$ cat config.mk
export PLATFORM = sky130hd
export DESIGN_NAME = divider_and_reloading_timer_flat
export DESIGN_NICKNAME = d
export VERILOG_FILES = /design/src/rtl/dvt_pkg.sv /design/src/rtl/dvt_req_if.sv /design/src/rtl/dvt_rsp_if.sv /design/src/rtl/dvt_dp.sv /design/src/rtl/dvt_ctrl.sv /design/src/rtl/divider_and_reloading_timer.sv /design/src/flat_wrapper.sv
export SDC_FILE = /design/constraint.sdc
export NUM_CORES = 1
export LEC_CHECK = 0
export BUFFER_PORTS_ARGS = -buffer_cell sky130_fd_sc_hd__buf_2
export CORE_MARGIN = 5
export CORE_UTILIZATION = 45
export DETAILED_ROUTE_END_ITERATION = 8
export GPL_ROUTABILITY_DRIVEN = 0
export PLACE_DENSITY = 0.66
export SYNTH_ARGS = -nofsm -noshare
export SYNTH_HDL_FRONTEND = slang
export SYNTH_SLANG_ARGS = --single-unit
$ cat constraint.sdc
create_clock -name clk -period 5.8 [get_ports clk]
set_input_delay 0.87 -clock clk [delete_from_list [all_inputs] [get_ports clk]]
set_output_delay 0.87 -clock clk [all_outputs]
set_load 0.01 [all_outputs]
$ cat src/rtl/dvt_pkg.sv
// shared types, codes and constants of the divider and reloading timer
package dvt_pkg;

	// request kinds
	typedef enum logic [1:0] {
		REQ_TICK  = 2'd0,
		REQ_READ  = 2'd1,
		REQ_WRITE = 2'd2,
		REQ_NONE  = 2'd3
	} req_kind_t;

	// register selects
	typedef enum logic [1:0] {
		SEL_DIV  = 2'd0,
		SEL_CNT  = 2'd1,
		SEL_MOD  = 2'd2,
		SEL_CTRL = 2'd3
	} reg_sel_t;

	// timer period selects in control bits 1:0
	typedef enum logic [1:0] {
		PER_1024 = 2'd0,
		PER_16   = 2'd1,
		PER_64   = 2'd2,
		PER_256  = 2'd3
	} period_sel_t;

	localparam int unsigned DataW  = 8;
	localparam int unsigned CountW = 12;
	localparam int unsigned EnBit  = 2;

	typedef logic [DataW-1:0]         byte_t;
	typedef logic signed [CountW-1:0] countdown_t;

	// controller states
	typedef enum logic [1:0] {
		ST_IDLE,
		ST_COUNT,
		ST_EMIT
	} ctrl_state_t;

	// controller to datapath
	typedef struct packed {
		logic accept;
		logic step;
		logic load_out;
	} dvt_cmd_t;

	// datapath to controller
	typedef struct packed {
		logic step_due;
	} dvt_status_t;

	// reload period for the control select bits
	function automatic countdown_t period_for(input logic [1:0] sel);
		countdown_t p;
		unique case (period_sel_t'(sel))
			PER_1024: p = countdown_t'(1024);
			PER_16:   p = countdown_t'(16);
			PER_64:   p = countdown_t'(64);
			PER_256:  p = countdown_t'(256);
			default:  p = countdown_t'(1024);
		endcase
		return p;
	endfunction

endpackage

$ cat src/rtl/dvt_req_if.sv
// request channel: valid/ready with the request payload
interface dvt_req_if;
	logic             valid;
	logic             ready;
	logic [1:0]       req_type;
	logic [7:0]       cycles;
	logic [1:0]       reg_select;
	logic [7:0]       write_value;

	modport source (output valid, output req_type, output cycles, output reg_select,
		output write_value, input ready);
	modport sink (input valid, input req_type, input cycles, input reg_select,
		input write_value, output ready);
endinterface

$ cat src/rtl/dvt_rsp_if.sv
// response channel: valid/ready with the result payload
interface dvt_rsp_if;
	logic       valid;
	logic       ready;
	logic [7:0] read_data;
	logic       timer_irq;

	modport source (output valid, output read_data, output timer_irq, input ready);
	modport sink (input valid, input read_data, input timer_irq, output ready);
endinterface

$ cat src/rtl/dvt_dp.sv
// timer datapath: divider, counter registers, countdown and result registers
module dvt_dp (
	input  logic                clk,
	input  logic                arst_n,
	input  dvt_pkg::dvt_cmd_t   cmd,
	output dvt_pkg::dvt_status_t status,
	input  logic [1:0]          req_type,
	input  logic [7:0]          cycles,
	input  logic [1:0]          reg_select,
	input  logic [7:0]          write_value,
	output logic [7:0]          read_data,
	output logic                timer_irq
);
	import dvt_pkg::*;

	byte_t      prescale_q;
	byte_t      div_q;
	byte_t      count_q;
	byte_t      modulo_q;
	byte_t      control_q;
	countdown_t countdown_q;
	logic       run_q;
	byte_t      rd_q;
	logic       irq_q;
	byte_t      out_data_q;
	logic       out_irq_q;

	logic [DataW:0] prescale_sum;
	byte_t          count_inc;
	byte_t          sel_data;
	logic           timer_en;

	// divider accumulation and read mux
	always_comb begin
		prescale_sum = {1'b0, prescale_q} + {1'b0, cycles};
		count_inc    = count_q + byte_t'(1);
		timer_en     = control_q[EnBit];
		unique case (reg_sel_t'(reg_select))
			SEL_DIV:  sel_data = div_q;
			SEL_CNT:  sel_data = count_q;
			SEL_MOD:  sel_data = modulo_q;
			SEL_CTRL: sel_data = control_q;
			default:  sel_data = control_q;
		endcase
	end

	// another reload is due while the countdown is zero or below during an enabled tick
	assign status.step_due = run_q && (countdown_q[CountW-1] || (countdown_q == '0));

	// architectural state and per-item result
	always_ff @(posedge clk or negedge arst_n) begin
		if (!arst_n) begin
			prescale_q  <= '0;
			div_q       <= '0;
			count_q     <= '0;
			modulo_q    <= '0;
			control_q   <= '0;
			countdown_q <= '0;
			run_q       <= 1'b0;
			rd_q        <= '0;
			irq_q       <= 1'b0;
		end else if (cmd.accept) begin
			rd_q  <= '0;
			irq_q <= 1'b0;
			run_q <= 1'b0;
			unique case (req_kind_t'(req_type))
				REQ_TICK: begin
					prescale_q <= prescale_sum[DataW-1:0];
					div_q      <= div_q + byte_t'(prescale_sum[DataW]);
					if (timer_en) begin
						countdown_q <= countdown_q - countdown_t'({4'b0, cycles});
						run_q       <= 1'b1;
					end
				end
				REQ_READ: begin
					rd_q <= sel_data;
				end
				REQ_WRITE: begin
					unique case (reg_sel_t'(reg_select))
						SEL_DIV: begin
							div_q      <= '0;
							prescale_q <= '0;
						end
						SEL_CNT:  count_q   <= write_value;
						SEL_MOD:  modulo_q  <= write_value;
						SEL_CTRL: control_q <= write_value;
						default:  control_q <= write_value;
					endcase
				end
				default: begin
				end
			endcase
		end else if (cmd.step) begin
			// one reload per cycle; wrap reloads from modulo
			countdown_q <= countdown_q + period_for(control_q[1:0]);
			if (count_inc == '0) begin
				count_q <= modulo_q;
				irq_q   <= 1'b1;
			end else begin
				count_q <= count_inc;
			end
		end
	end

	// output register
	always_ff @(posedge clk or negedge arst_n) begin
		if (!arst_n) begin
			out_data_q <= '0;
			out_irq_q  <= 1'b0;
		end else if (cmd.load_out) begin
			out_data_q <= rd_q;
			out_irq_q  <= irq_q;
		end
	end

	assign read_data = out_data_q;
	assign timer_irq = out_irq_q;

endmodule

$ cat src/rtl/dvt_ctrl.sv
// timer controller: sequences accept, reload steps and result hand-off
module dvt_ctrl (
	input  logic                 clk,
	input  logic                 arst_n,
	input  logic                 req_valid,
	input  logic [1:0]           req_type,
	output logic                 req_ready,
	output logic                 rsp_valid,
	input  logic                 rsp_ready,
	input  dvt_pkg::dvt_status_t status,
	output dvt_pkg::dvt_cmd_t    cmd
);
	import dvt_pkg::*;

	ctrl_state_t state_q;
	ctrl_state_t state_next;
	logic        out_valid_q;

	// state register
	always_ff @(posedge clk or negedge arst_n) begin
		if (!arst_n) begin
			state_q <= ST_IDLE;
		end else begin
			state_q <= state_next;
		end
	end

	// next state and commands
	always_comb begin
		state_next   = state_q;
		req_ready    = 1'b0;
		cmd.accept   = 1'b0;
		cmd.step     = 1'b0;
		cmd.load_out = 1'b0;
		unique case (state_q)
			ST_IDLE: begin
				req_ready  = 1'b1;
				cmd.accept = req_valid;
				if (req_valid) begin
					state_next = (req_kind_t'(req_type) == REQ_TICK) ? ST_COUNT : ST_EMIT;
				end
			end
			ST_COUNT: begin
				if (status.step_due) begin
					cmd.step = 1'b1;
				end else begin
					state_next = ST_EMIT;
				end
			end
			ST_EMIT: begin
				if (!out_valid_q || rsp_ready) begin
					cmd.load_out = 1'b1;
					state_next   = ST_IDLE;
				end
			end
			default: state_next = ST_IDLE;
		endcase
	end

	// output valid flag
	always_ff @(posedge clk or negedge arst_n) begin
		if (!arst_n) begin
			out_valid_q <= 1'b0;
		end else if (cmd.load_out) begin
			out_valid_q <= 1'b1;
		end else if (rsp_ready) begin
			out_valid_q <= 1'b0;
		end
	end

	assign rsp_valid = out_valid_q;

endmodule

$ cat src/rtl/divider_and_reloading_timer.sv
// top level of the divider and reloading timer
// Timer with a free-running divider and a reloading counter. Each request
// transfer is a tick, a register read or a register write and yields exactly
// one response transfer. Reads, writes and requests of the unused kind pass
// from the idle state to the emit state, which loads the output register. A
// tick first passes through the count state for its n countdown reloads:
// zero with the timer disabled, at most 16 with cycles at 255 on the period
// select of 16. A single reload adder performs one reload per cycle. The
// request port opens again in the cycle after the response is loaded. A new
// request is taken once the previous result sits in the output register,
// even if it has not yet been transferred. A stalled response holds the next
// result in the datapath result registers while the controller waits in the
// emit state until the output register frees up.
module divider_and_reloading_timer (
	input logic clk,
	input logic arst_n,
	dvt_req_if.sink   req,
	dvt_rsp_if.source rsp
);
	import dvt_pkg::*;

	dvt_cmd_t    cmd;
	dvt_status_t status;

	dvt_ctrl u_ctrl (
		.clk       (clk),
		.arst_n    (arst_n),
		.req_valid (req.valid),
		.req_type  (req.req_type),
		.req_ready (req.ready),
		.rsp_valid (rsp.valid),
		.rsp_ready (rsp.ready),
		.status    (status),
		.cmd       (cmd)
	);

	dvt_dp u_dp (
		.clk         (clk),
		.arst_n      (arst_n),
		.cmd         (cmd),
		.status      (status),
		.req_type    (req.req_type),
		.cycles      (req.cycles),
		.reg_select  (req.reg_select),
		.write_value (req.write_value),
		.read_data   (rsp.read_data),
		.timer_irq   (rsp.timer_irq)
	);

	// no reload step while a request is being taken
	a_step_no_accept: assert property (@(posedge clk) disable iff (!arst_n)
		cmd.step |-> !req.ready)
		else $error("reload step while request port open");

	// accepting a request and loading a result never coincide
	a_accept_no_load: assert property (@(posedge clk) disable iff (!arst_n)
		(req.valid && req.ready) |-> !cmd.load_out)
		else $error("accept and result load in the same cycle");

	// a loaded result is presented next cycle
	a_load_valid: assert property (@(posedge clk) disable iff (!arst_n)
		cmd.load_out |=> rsp.valid)
		else $error("loaded result not presented");

	// a new response only appears after a result load
	a_rise_from_load: assert property (@(posedge clk) disable iff (!arst_n)
		$rose(rsp.valid) |-> $past(cmd.load_out))
		else $error("response valid without result load");

endmodule

$ cat src/flat_wrapper.sv
// flat-port wrapper written by rule: the top's interface ports become plain ports
module divider_and_reloading_timer_flat import dvt_pkg::*;
  (clk, arst_n, req_valid, req_req_type, req_cycles, req_reg_select, req_write_value, req_ready, rsp_valid, rsp_read_data, rsp_timer_irq, rsp_ready);
  dvt_req_if req_i ();
  dvt_rsp_if rsp_i ();
  input logic clk;
  input logic arst_n;
  input wire logic [$bits(req_i.valid)-1:0] req_valid;
  input wire logic [$bits(req_i.req_type)-1:0] req_req_type;
  input wire logic [$bits(req_i.cycles)-1:0] req_cycles;
  input wire logic [$bits(req_i.reg_select)-1:0] req_reg_select;
  input wire logic [$bits(req_i.write_value)-1:0] req_write_value;
  output wire logic [$bits(req_i.ready)-1:0] req_ready;
  output wire logic [$bits(rsp_i.valid)-1:0] rsp_valid;
  output wire logic [$bits(rsp_i.read_data)-1:0] rsp_read_data;
  output wire logic [$bits(rsp_i.timer_irq)-1:0] rsp_timer_irq;
  input wire logic [$bits(rsp_i.ready)-1:0] rsp_ready;
  assign req_i.valid = req_valid;
  assign req_i.req_type = req_req_type;
  assign req_i.cycles = req_cycles;
  assign req_i.reg_select = req_reg_select;
  assign req_i.write_value = req_write_value;
  assign req_ready = req_i.ready;
  assign rsp_valid = rsp_i.valid;
  assign rsp_read_data = rsp_i.read_data;
  assign rsp_timer_irq = rsp_i.timer_irq;
  assign rsp_i.ready = rsp_ready;
  divider_and_reloading_timer u_core (.clk(clk), .arst_n(arst_n), .req(req_i), .rsp(rsp_i));
endmodule
# After elaboration in Yosys (flattened, before gate mapping)
# Cells that the tools add are included.
word_totals:
  out_inout_bits: 11
  ff_bits: 74
  inputBits: 24
op_classes:
  n_mux: 35
  n_reduce_logical: 21
  n_addsub: 5
  eq_ne: 18
ops:
  columns: ["cell", "count"]
  rows:
  - ["two-way mux 12 bit", 6]
  - ["two-way mux 8 bit", 7]
  - ["one-hot mux 12 bit (4 select lines)", 1]
  - ["one-hot mux 8 bit (2 select lines)", 2]
  - ["one-hot mux 8 bit (4 select lines)", 1]
  - ["AND reduction 3 bit", 6]
  - ["inequality test 2 bit, second input constant", 7]
  - ["two-way mux 1 bit", 13]
  - ["adder 12 bit", 1]
  - ["== test 2 bit, second input constant", 6]
  - ["logical NOT 12 bit", 1]
  - ["subtractor 12 x 9 -> 12 bit", 1]
  - ["adder 8 x 8 -> 9 bit", 1]
  - ["adder 8 x 1 -> 8 bit", 1]
  - ["adder 8 x 1 -> 8 bit, second input constant", 1]
  - ["== test 2 x 1 -> 1 bit, second input constant", 4]
  - ["logical NOT 2 bit", 4]
  - ["logical NOT 8 bit", 1]
  - ["two-way mux 2 bit", 4]
  - ["nonzero test 2 bit", 4]
  - ["one-hot mux 2 bit (3 select lines)", 1]
  - ["logical OR 1 bit", 2]
  - ["inequality test 2 x 1 -> 1 bit, second input constant", 1]
  - ["AND reduction 2 bit", 1]
  - ["2 further kinds", 2]

# Longest topological paths before layout
# Gate-level depths: netlist (run 1).
logic_depth:
  ltp_word: 10
  ltp_mapped: 15
  depth_no_buf: 15

# Hierarchy
# A second synthesis (run 1) with hierarchy kept.
hier_totals:
  cells_unflattened: 431
  area_unflattened_um2: 4414.2
by_module_without_submodules:
  columns: ["module", "area_each_um2", "cells_each", "instances", "seq_area_each_um2"]
  rows:
  - ["dvt_dp", 4261.6, 415, 1, 1776.7]
  - ["dvt_ctrl", 152.6, 16, 1, 75.1]

# Worst setup path before layout (run 1)
# No wires, ideal clock.
synth_timing:
  path_kind: "in2reg"
  from: "input req_valid"
  to: "register u_core.u_dp.countdown_q[10]"
  path_slack_ns: 2.645
  path_stages: 14
  required_ns: 5.705
  n_path_buf: 3
  t_arrival_ns: 3.059
  path_cell_list: "nand2_4 inv_2 buf_4 buf_2 buf_2 and2_1 ha_1 fa_1 nor2b_1 o21ai_0 a21oi_1 o211ai_1 nor3b_1 o31ai_1"
synth_between:
  elab_chain_len: 3
  word_cells_on_any_way: 6
  cone_classes: "eq/ne: 2; mux: 2; reduce/logical: 2"
synth_rtl:
  columns: ["element", "line_no", "source"]
  rows:
  - ["start, declared", "flat_wrapper.sv:8", "input wire logic [$bits(req_i.valid)-1:0] req_valid;"]
  - ["two-way mux 1 bit (*)", "dvt_ctrl.sv:35", "unique case (state_q)"]
  - ["inequality test 2 bit (no line) or nonzero test 2 bit (tied branches)", null, null]
  - ["AND reduction 3 bit (no line)", null, null]
  - ["end signal, assigned", "dvt_dp.sv:71", "countdown_q <= countdown_q - countdown_t'({4'b0, cycles});"]
  - ["end signal, assigned", "dvt_dp.sv:95", "countdown_q <= countdown_q + period_for(control_q[1:0]);"]
  - ["end, declared", "dvt_dp.sv:21", "countdown_t countdown_q;"]
# Mark *: on every way between the ends. The rest lies on a longest branch, timed or not.
# A chain may end at the register's enable or synchronous reset.

# Worst setup path after layout (run 1)
layout_timing:
  from: "input req_valid"
  to: "register u_core.u_dp.countdown_q[11]"
# The elaborated chain is that of the path after synthesis.

==> results.cfg, run 1 <==
[run_status]
status = completed

[clock_tree]
clock_path_buffers = 2
clkTransAtPathRegs_ns = 0.08
postCtsSetupBuffers = 0
cts_sinks = 74
htree_levels = 3
cts_resized = 0
holdBufCountCts = 0
numCtsBuffers = 9
root_buffer = clkbuf_8
clkLatencyLatePin_ns = 0.37
cts_tree = built

[grt]
grt_util_all_layers_pct = 17.71
grt-ovfl-total = 0
grt_pass1_wl_mm = 16.13
grt_max_degree = 75
grt_pass1_vias = 3130
antenna_found_initial = 0

[synth]
synth_area_leader_cell = dfrtp_1
synthDistinctLibCells = 68
synth_compound_area_share_pct = 16.70
synth_top_area_share_pct = 42.47
synth-xor-area-share_pct = 4.218
seq_area_frac_synth_pct = 42.47
synth_area_mm2 = 0.004360
synth_top_family_by_area = compound AO/OA/AOI/OAI gates
muxShareOfSynthArea_pct = 10.82
ys_ff_latch = 74
synth_most_common_cell = dfrtp_1
synth_commonest_cells = 74 x dfrtp_1, 36 x nand2_1, 30 x nor2_1, 25 x mux2_2, 24 x ha_1
synth_edf_count = 0
yosys_warnings = 0
ys.flop_type = dfrtp_1
synthArstFlopShare_pct = 100.0
synth-adder-area-share_pct = 7.805
synthesis.nets = 463
syn_area_per_cell_um2 = 10.56
yosys.area_share.simple_pct = 14.63
postSynthCellCount = 413
synth_area_leaders = dfrtp_1 42%, ha_1 6.9%, mux2_2 6.5%, mux4_2 4.1%, nand2_1 3.1%

[route]
top_layer = met4
drt-initial-drc-count = 223
routed_wl_mm = 9.365
routedWlPerCell_um = 16.09
routed-wl-met3_um = 430
wl_met2_mm = 4.248
viasPerCell = 5.641
drc = 0
first_pass_iters = 4
wl_met1_mm = 4.508
route.vias.total = 3283
ant_nets = 0

[cells_and_area]
fin_area_mm2 = 0.004817
area_growth_pct = 10.47
n_fill_cell = 900
drive_gt1_share_pct = 22.27
fin_nets = 494
finish.utilization_pct = 50.21
diodes = 0

[pwr]
p_leak_nw = 2.273
ir_drop_mv = 0.1665
power_density_mw_per_mm2 = 430.3

[sta]
slew_viol_final = 0
fin_tns_setup_ns = 0
clock_skew_ns = 0.008327
final.min_clock_period_ns = 3.131
fin_hold_ws_ns = 0.5017
rsz0062_at_grt = no
layout_setup_ws_ns = 2.669
setup_viol = 0
fin_crit_sh_pct = 53.98
maxSlewHeadroom_pct = 38.82
fmax_mhz = 319.4
finalHoldViolations = 0
worstMarginPinSlew_ns = 0.9177

[placement]
dp_hpwl_mm = 6.854
port_buffers = 34
placed_area_mm2 = 0.004617
preCtsSetupSlack_ns = 2.323

[floorplan]
die_h_um = 108.4
start_util_pct = 45.45
boundaryPins = 35
core_mm2 = 0.009594
die_w_um = 108.4
die-area_mm2 = 0.01176
rows = 36

[worst_setup_path]
start_kind = input port
crit_arrival_ns = 3.44
required_ns = 6.11
cp_max_fo = 31
r2r_start = u_core.u_ctrl.state_q[0]$_DFFE_PN0P_
reg2reg_depth = 12
max_stage_delay_ns = 0.39
r2r-end = u_core.u_dp.countdown_q[8]$_DFFE_PN0P_
cp_common_cell = a21o_1
cp_num_buf_inv = 2
crit_type = input port to flop
crit_start = req_valid
rrSetupSlack_ns = 2.76
cp_slowest_cell = or2_2
crit_family = simple AND/OR/NAND/NOR gates
cp_cell_sequence = buf_2 > nand2_4 > inv_2 > or2_2 > ha_1 > a21o_1 > a21o_1 > a21o_1 > or3_1 > a31oi_1 > a41o_1
cp-end-kind = flop

[flow_run]
drv_cap = 0

[hold_path]
hp-start = u_core.u_dp.read_data[4]$_DFFE_PN0P_
whs_path_depth = 1
hold_class = flop to flop
min_to = u_core.u_dp.read_data[4]$_DFFE_PN0P_
## routing by layer
layer	track usage (%)	vias up
met1	25.57	1610
met3	2.746	12
li1	-	1580
met5	0	-
met2	26.30	81
met4	7.755	0
## report_power, final
part           switching, mW  internal, mW  total (mW)  leakage (nW)
Sequential             0.140         0.658       0.797         0.958
Clock                  0.210         0.201       0.412        0.0962
Combinational          0.447         0.416       0.864          1.22
## area by class of cell
type / count / area, um^2 / share of cell area (%)
Clock buffer: 9 / 123.9 / 2.571
Clock inverter: 7 / 76.32 / 1.584
Inverter: 17 / 63.81 / 1.325
Multi-Input combinational cell: 308 / 2362 / 49.04
Sequential cell: 74 / 1852 / 38.44
Tap cell: 133 / 166.4 / 3.455
Timing Repair Buffer: 34 / 172.7 / 3.584
## worst max-delay path by stage
| stage | to | slack (ns) | cells past startpoint |
|---|---|---|---|
| 2_1_floorplan | u_core.u_dp.countdown_q[10]$_DFFE_PN0P_ | 2.65 | 14 |
| 3_3_place_gp | u_core.u_dp.countdown_q[11]$_DFFE_PN0P_ | 2.36 | 10 |
| 3_5_place_dp | u_core.u_dp.countdown_q[11]$_DFFE_PN0P_ | 2.32 | 10 |
| 4_1_cts | u_core.u_dp.countdown_q[11]$_DFFE_PN0P_ | 2.70 | 11 |
| 5_1_grt | u_core.u_dp.countdown_q[8]$_DFFE_PN0P_ | 2.45 | 12 |
| 6_report | u_core.u_dp.countdown_q[11]$_DFFE_PN0P_ | 2.67 | 11 |
## metrics by stage
stage,power [mW],std cells
5_1_grt,2.250,582
6_report,2.073,582
2_1_floorplan,1.465,413
3_3_place_gp,1.637,566
4_1_cts,2.085,582
3_5_place_dp,1.665,566
## cell usage in the layout (no fill, tap or decap), types with 13 or more instances in the layout
| cell type | count |
|---|---|
| xor2_1 | 14 |
| o21ai_0 | 21 |
| buf_2 | 33 |
| a21oi_1 | 23 |
| ha_1 | 24 |
| nand2_1 | 36 |
| dfrtp_1 | 74 |
| mux2_2 | 25 |
| a22o_1 | 13 |
| inv_1 | 16 |
| nor2_1 | 30 |
## cells by family after synthesis
family,Yosys count
xor gates and xnor gates,21
adders and majority gates,26
muxes,34
and+or+nand+nor,122
buffers and inverters,31
DFF,74
AOI/OAI and AO/OA,105
## state kept, by name (all words and copies together), names as in the netlist
register,flops
u_core.u_dp.irq_q,1
u_core.u_dp.countdown_q,12
u_core.u_dp.count_q,8
u_core.u_dp.rd_q,8
u_core.u_dp.read_data,8
u_core.u_dp.prescale_q,8
u_core.u_dp.div_q,8
u_core.u_dp.control_q,8
u_core.u_dp.modulo_q,8
u_core.u_dp.run_q,1
u_core.u_ctrl.state_q,2
u_core.u_dp.timer_irq,1
u_core.u_ctrl.rsp_valid,1
Note: power is estimated with default switching activity, not from simulation.
==> run 2, diff against run 1 <==
--- a/config.mk
+++ b/config.mk
@@ -10,7 +10,7 @@
 export CORE_UTILIZATION = 45
 export DETAILED_ROUTE_END_ITERATION = 8
 export GPL_ROUTABILITY_DRIVEN = 0
-export PLACE_DENSITY = 0.66
+export PLACE_DENSITY = 0.68
 export SYNTH_ARGS = -nofsm -noshare
 export SYNTH_HDL_FRONTEND = slang
 export SYNTH_SLANG_ARGS = --single-unit
==> constraint.sdc (replaced) <==
create_clock -name clk -period 2.55 [get_ports clk]
set_input_delay 0.3825 -clock clk [delete_from_list [all_inputs] [get_ports clk]]
set_output_delay 0.3825 -clock clk [all_outputs]
set_load 0.01 [all_outputs]
==> results.cfg, run 2 (synthesis results as in run 1) <==
[clock_tree]
cts_tree = built
clock_path_buffers = 2
cts_sinks = 74
clkLatencyLatePin_ns = 0.36
holdBufCountCts = 0
root_buffer = clkbuf_8
clkTransAtPathRegs_ns = 0.08
htree_levels = 3
numCtsBuffers = 9

[route]
first_pass_iters = 4
routed_wl_mm = 9.628
drt-initial-drc-count = 293
viasPerCell = 5.567
route.vias.total = 3301
routedWlPerCell_um = 16.24
ant_nets = 0
drc = 0

[worst_setup_path]
cp_slowest_cell = dfrtp_1
start_kind = flop
cp_max_fo = 3
crit_type = flop to flop
crit_arrival_ns = 2.69
cp-end-kind = flop
required_ns = 2.77
r2r_start = u_core.u_dp.prescale_q[0]$_DFFE_PN0P_
max_stage_delay_ns = 0.36
cp_num_buf_inv = 2
r2r-end = u_core.u_dp.div_q[7]$_DFFE_PN0P_
rrSetupSlack_ns = 0.09
cp_cell_sequence = ha_2 > inv_2 > fa_2 > inv_2 > a21oi_2 > o21bai_1 > a31o_2 > a21o_1 > a21o_1 > ha_4 > nand3_4 > nor2_4 > nand3_2 > xor2_1 > nor2_1
reg2reg_depth = 15
crit_family = adder cells

[floorplan]
rows = 36
start_util_pct = 45.45
boundaryPins = 35
die_h_um = 108.4
die-area_mm2 = 0.01176
die_w_um = 108.4
core_mm2 = 0.009594

[cells_and_area]
final_cell_mix = 74 x dfrtp_1, 36 x nand2_1, 33 x buf_2, 29 x nor2_1, 25 x mux2_2
layout_commonest_cell = dfrtp_1
diodes = 0
largest_reg_flops = 12
fin_area_mm2 = 0.005037
area_growth_pct = 15.52
registers.top_by_ff_count = u_core.u_dp.countdown_q
fin_nets = 506
n_fill_cell = 856
stdcell_count = 593
finish.utilization_pct = 52.50
drive_gt1_share_pct = 28.26

[sta]
fin_crit_sh_pct = 96.51
rsz0062_at_grt = yes
fin_hold_ws_ns = 0.1489
fmax_mhz = 406.4
slew_viol_final = 0
clock_skew_ns = 0.007579
final.min_clock_period_ns = 2.461
setup_viol = 0
fin_tns_setup_ns = 0
worstMarginPinSlew_ns = 0.9647
finalHoldViolations = 0
maxSlewHeadroom_pct = 35.69
layout_setup_ws_ns = 0.08911

[grt]
grt-ovfl-total = 0
antenna_found_initial = 0
grt_util_all_layers_pct = 17.02
grt_max_degree = 75
grt_pass1_vias = 3207
grt_pass1_wl_mm = 15.73

[pwr]
comb_power_share_pct = 43.2
p_leak_nw = 2.327
clock_power_share_pct = 20.4
ir_drop_mv = 0.3922
sequentialPowerShare_pct = 36.4
p_sw_mw = 1.877
internal-power_mw = 3.119
power_density_mw_per_mm2 = 991.7
power_mw = 4.995
switching_share_pct = 37.57

[placement]
place_inst = 575
dp_hpwl_mm = 6.920
placed_area_mm2 = 0.004728
port_buffers = 34
preCtsSetupSlack_ns = -0.1947

[hold_path]
hold_class = input port to async pin

[run_status]
status = completed

[flow_run]
drv_cap = 0
[run 2: cell types whose count changed in the layout (fill, tap and decap cells not counted), sizes merged]
cell and delta:
inv -1, clkinvlp +1, clkinv -2, buf +12, bufinv +1
[run 2: how the worst max path moves through the flow]
stage | start | end | slack [ns] | depth (start not counted)
CTS | u_core.u_dp.prescale_q[0]$_DFFE_PN0P_ | u_core.u_dp.div_q[4]$_DFFE_PN0P_ | 0.02 | 14
finish | u_core.u_dp.prescale_q[0]$_DFFE_PN0P_ | u_core.u_dp.div_q[7]$_DFFE_PN0P_ | 0.09 | 15
detailed placement | req_cycles[0] | u_core.u_dp.div_q[7]$_DFFE_PN0P_ | -0.19 | 16
global route | u_core.u_ctrl.state_q[1]$_DFFE_PN0P_ | u_core.u_dp.countdown_q[11]$_DFFE_PN0P_ | -0.07 | 12
global placement | req_cycles[0] | u_core.u_dp.div_q[4]$_DFFE_PN0P_ | -0.09 | 15
floorplan | u_core.u_ctrl.state_q[1]$_DFFE_PN0P_ | u_core.u_dp.countdown_q[11]$_DFFE_PN0P_ | 0.001 | 12
[run 2: area by class of cell]
type	instances	area, um^2	area share [%]
inverters	17	68.82	1.366
clock buffers	9	123.9	2.459
multi-input cells	308	2472	49.08
flip-flops and latches	74	1852	36.76
repair buffers	46	262.8	5.216
clock inverters	6	91.34	1.813
well taps	133	166.4	3.304
[run 2: power groups by stage]
stage,Clock [mW],Combinational (mW),Sequential (mW)
floorplan,0,1.67,1.73
global placement,0,2.02,1.81
detailed placement,0,2.07,1.83
CTS,1.04,2.10,1.81
global route,1.08,2.40,1.86
finish,1.02,2.16,1.82
[run 2: timing repair]
action / in CTS / in global routing
setup buffers: 1 / 2
gates resized for setup: 5 / 12
setup endpoints to repair: 5 / 8
pin swaps: 1 / 10
[run 2: per-layer routing]
metal / GRT usage, % / vias up / routed length [um]
met2: 26.70 / 66 / 4445
met5: 0 / - / 0
li1: - / 1598 / -
met3: 2.627 / 15 / 337
met1: 23.68 / 1622 / 4650
met4: 6.673 / 0 / 195
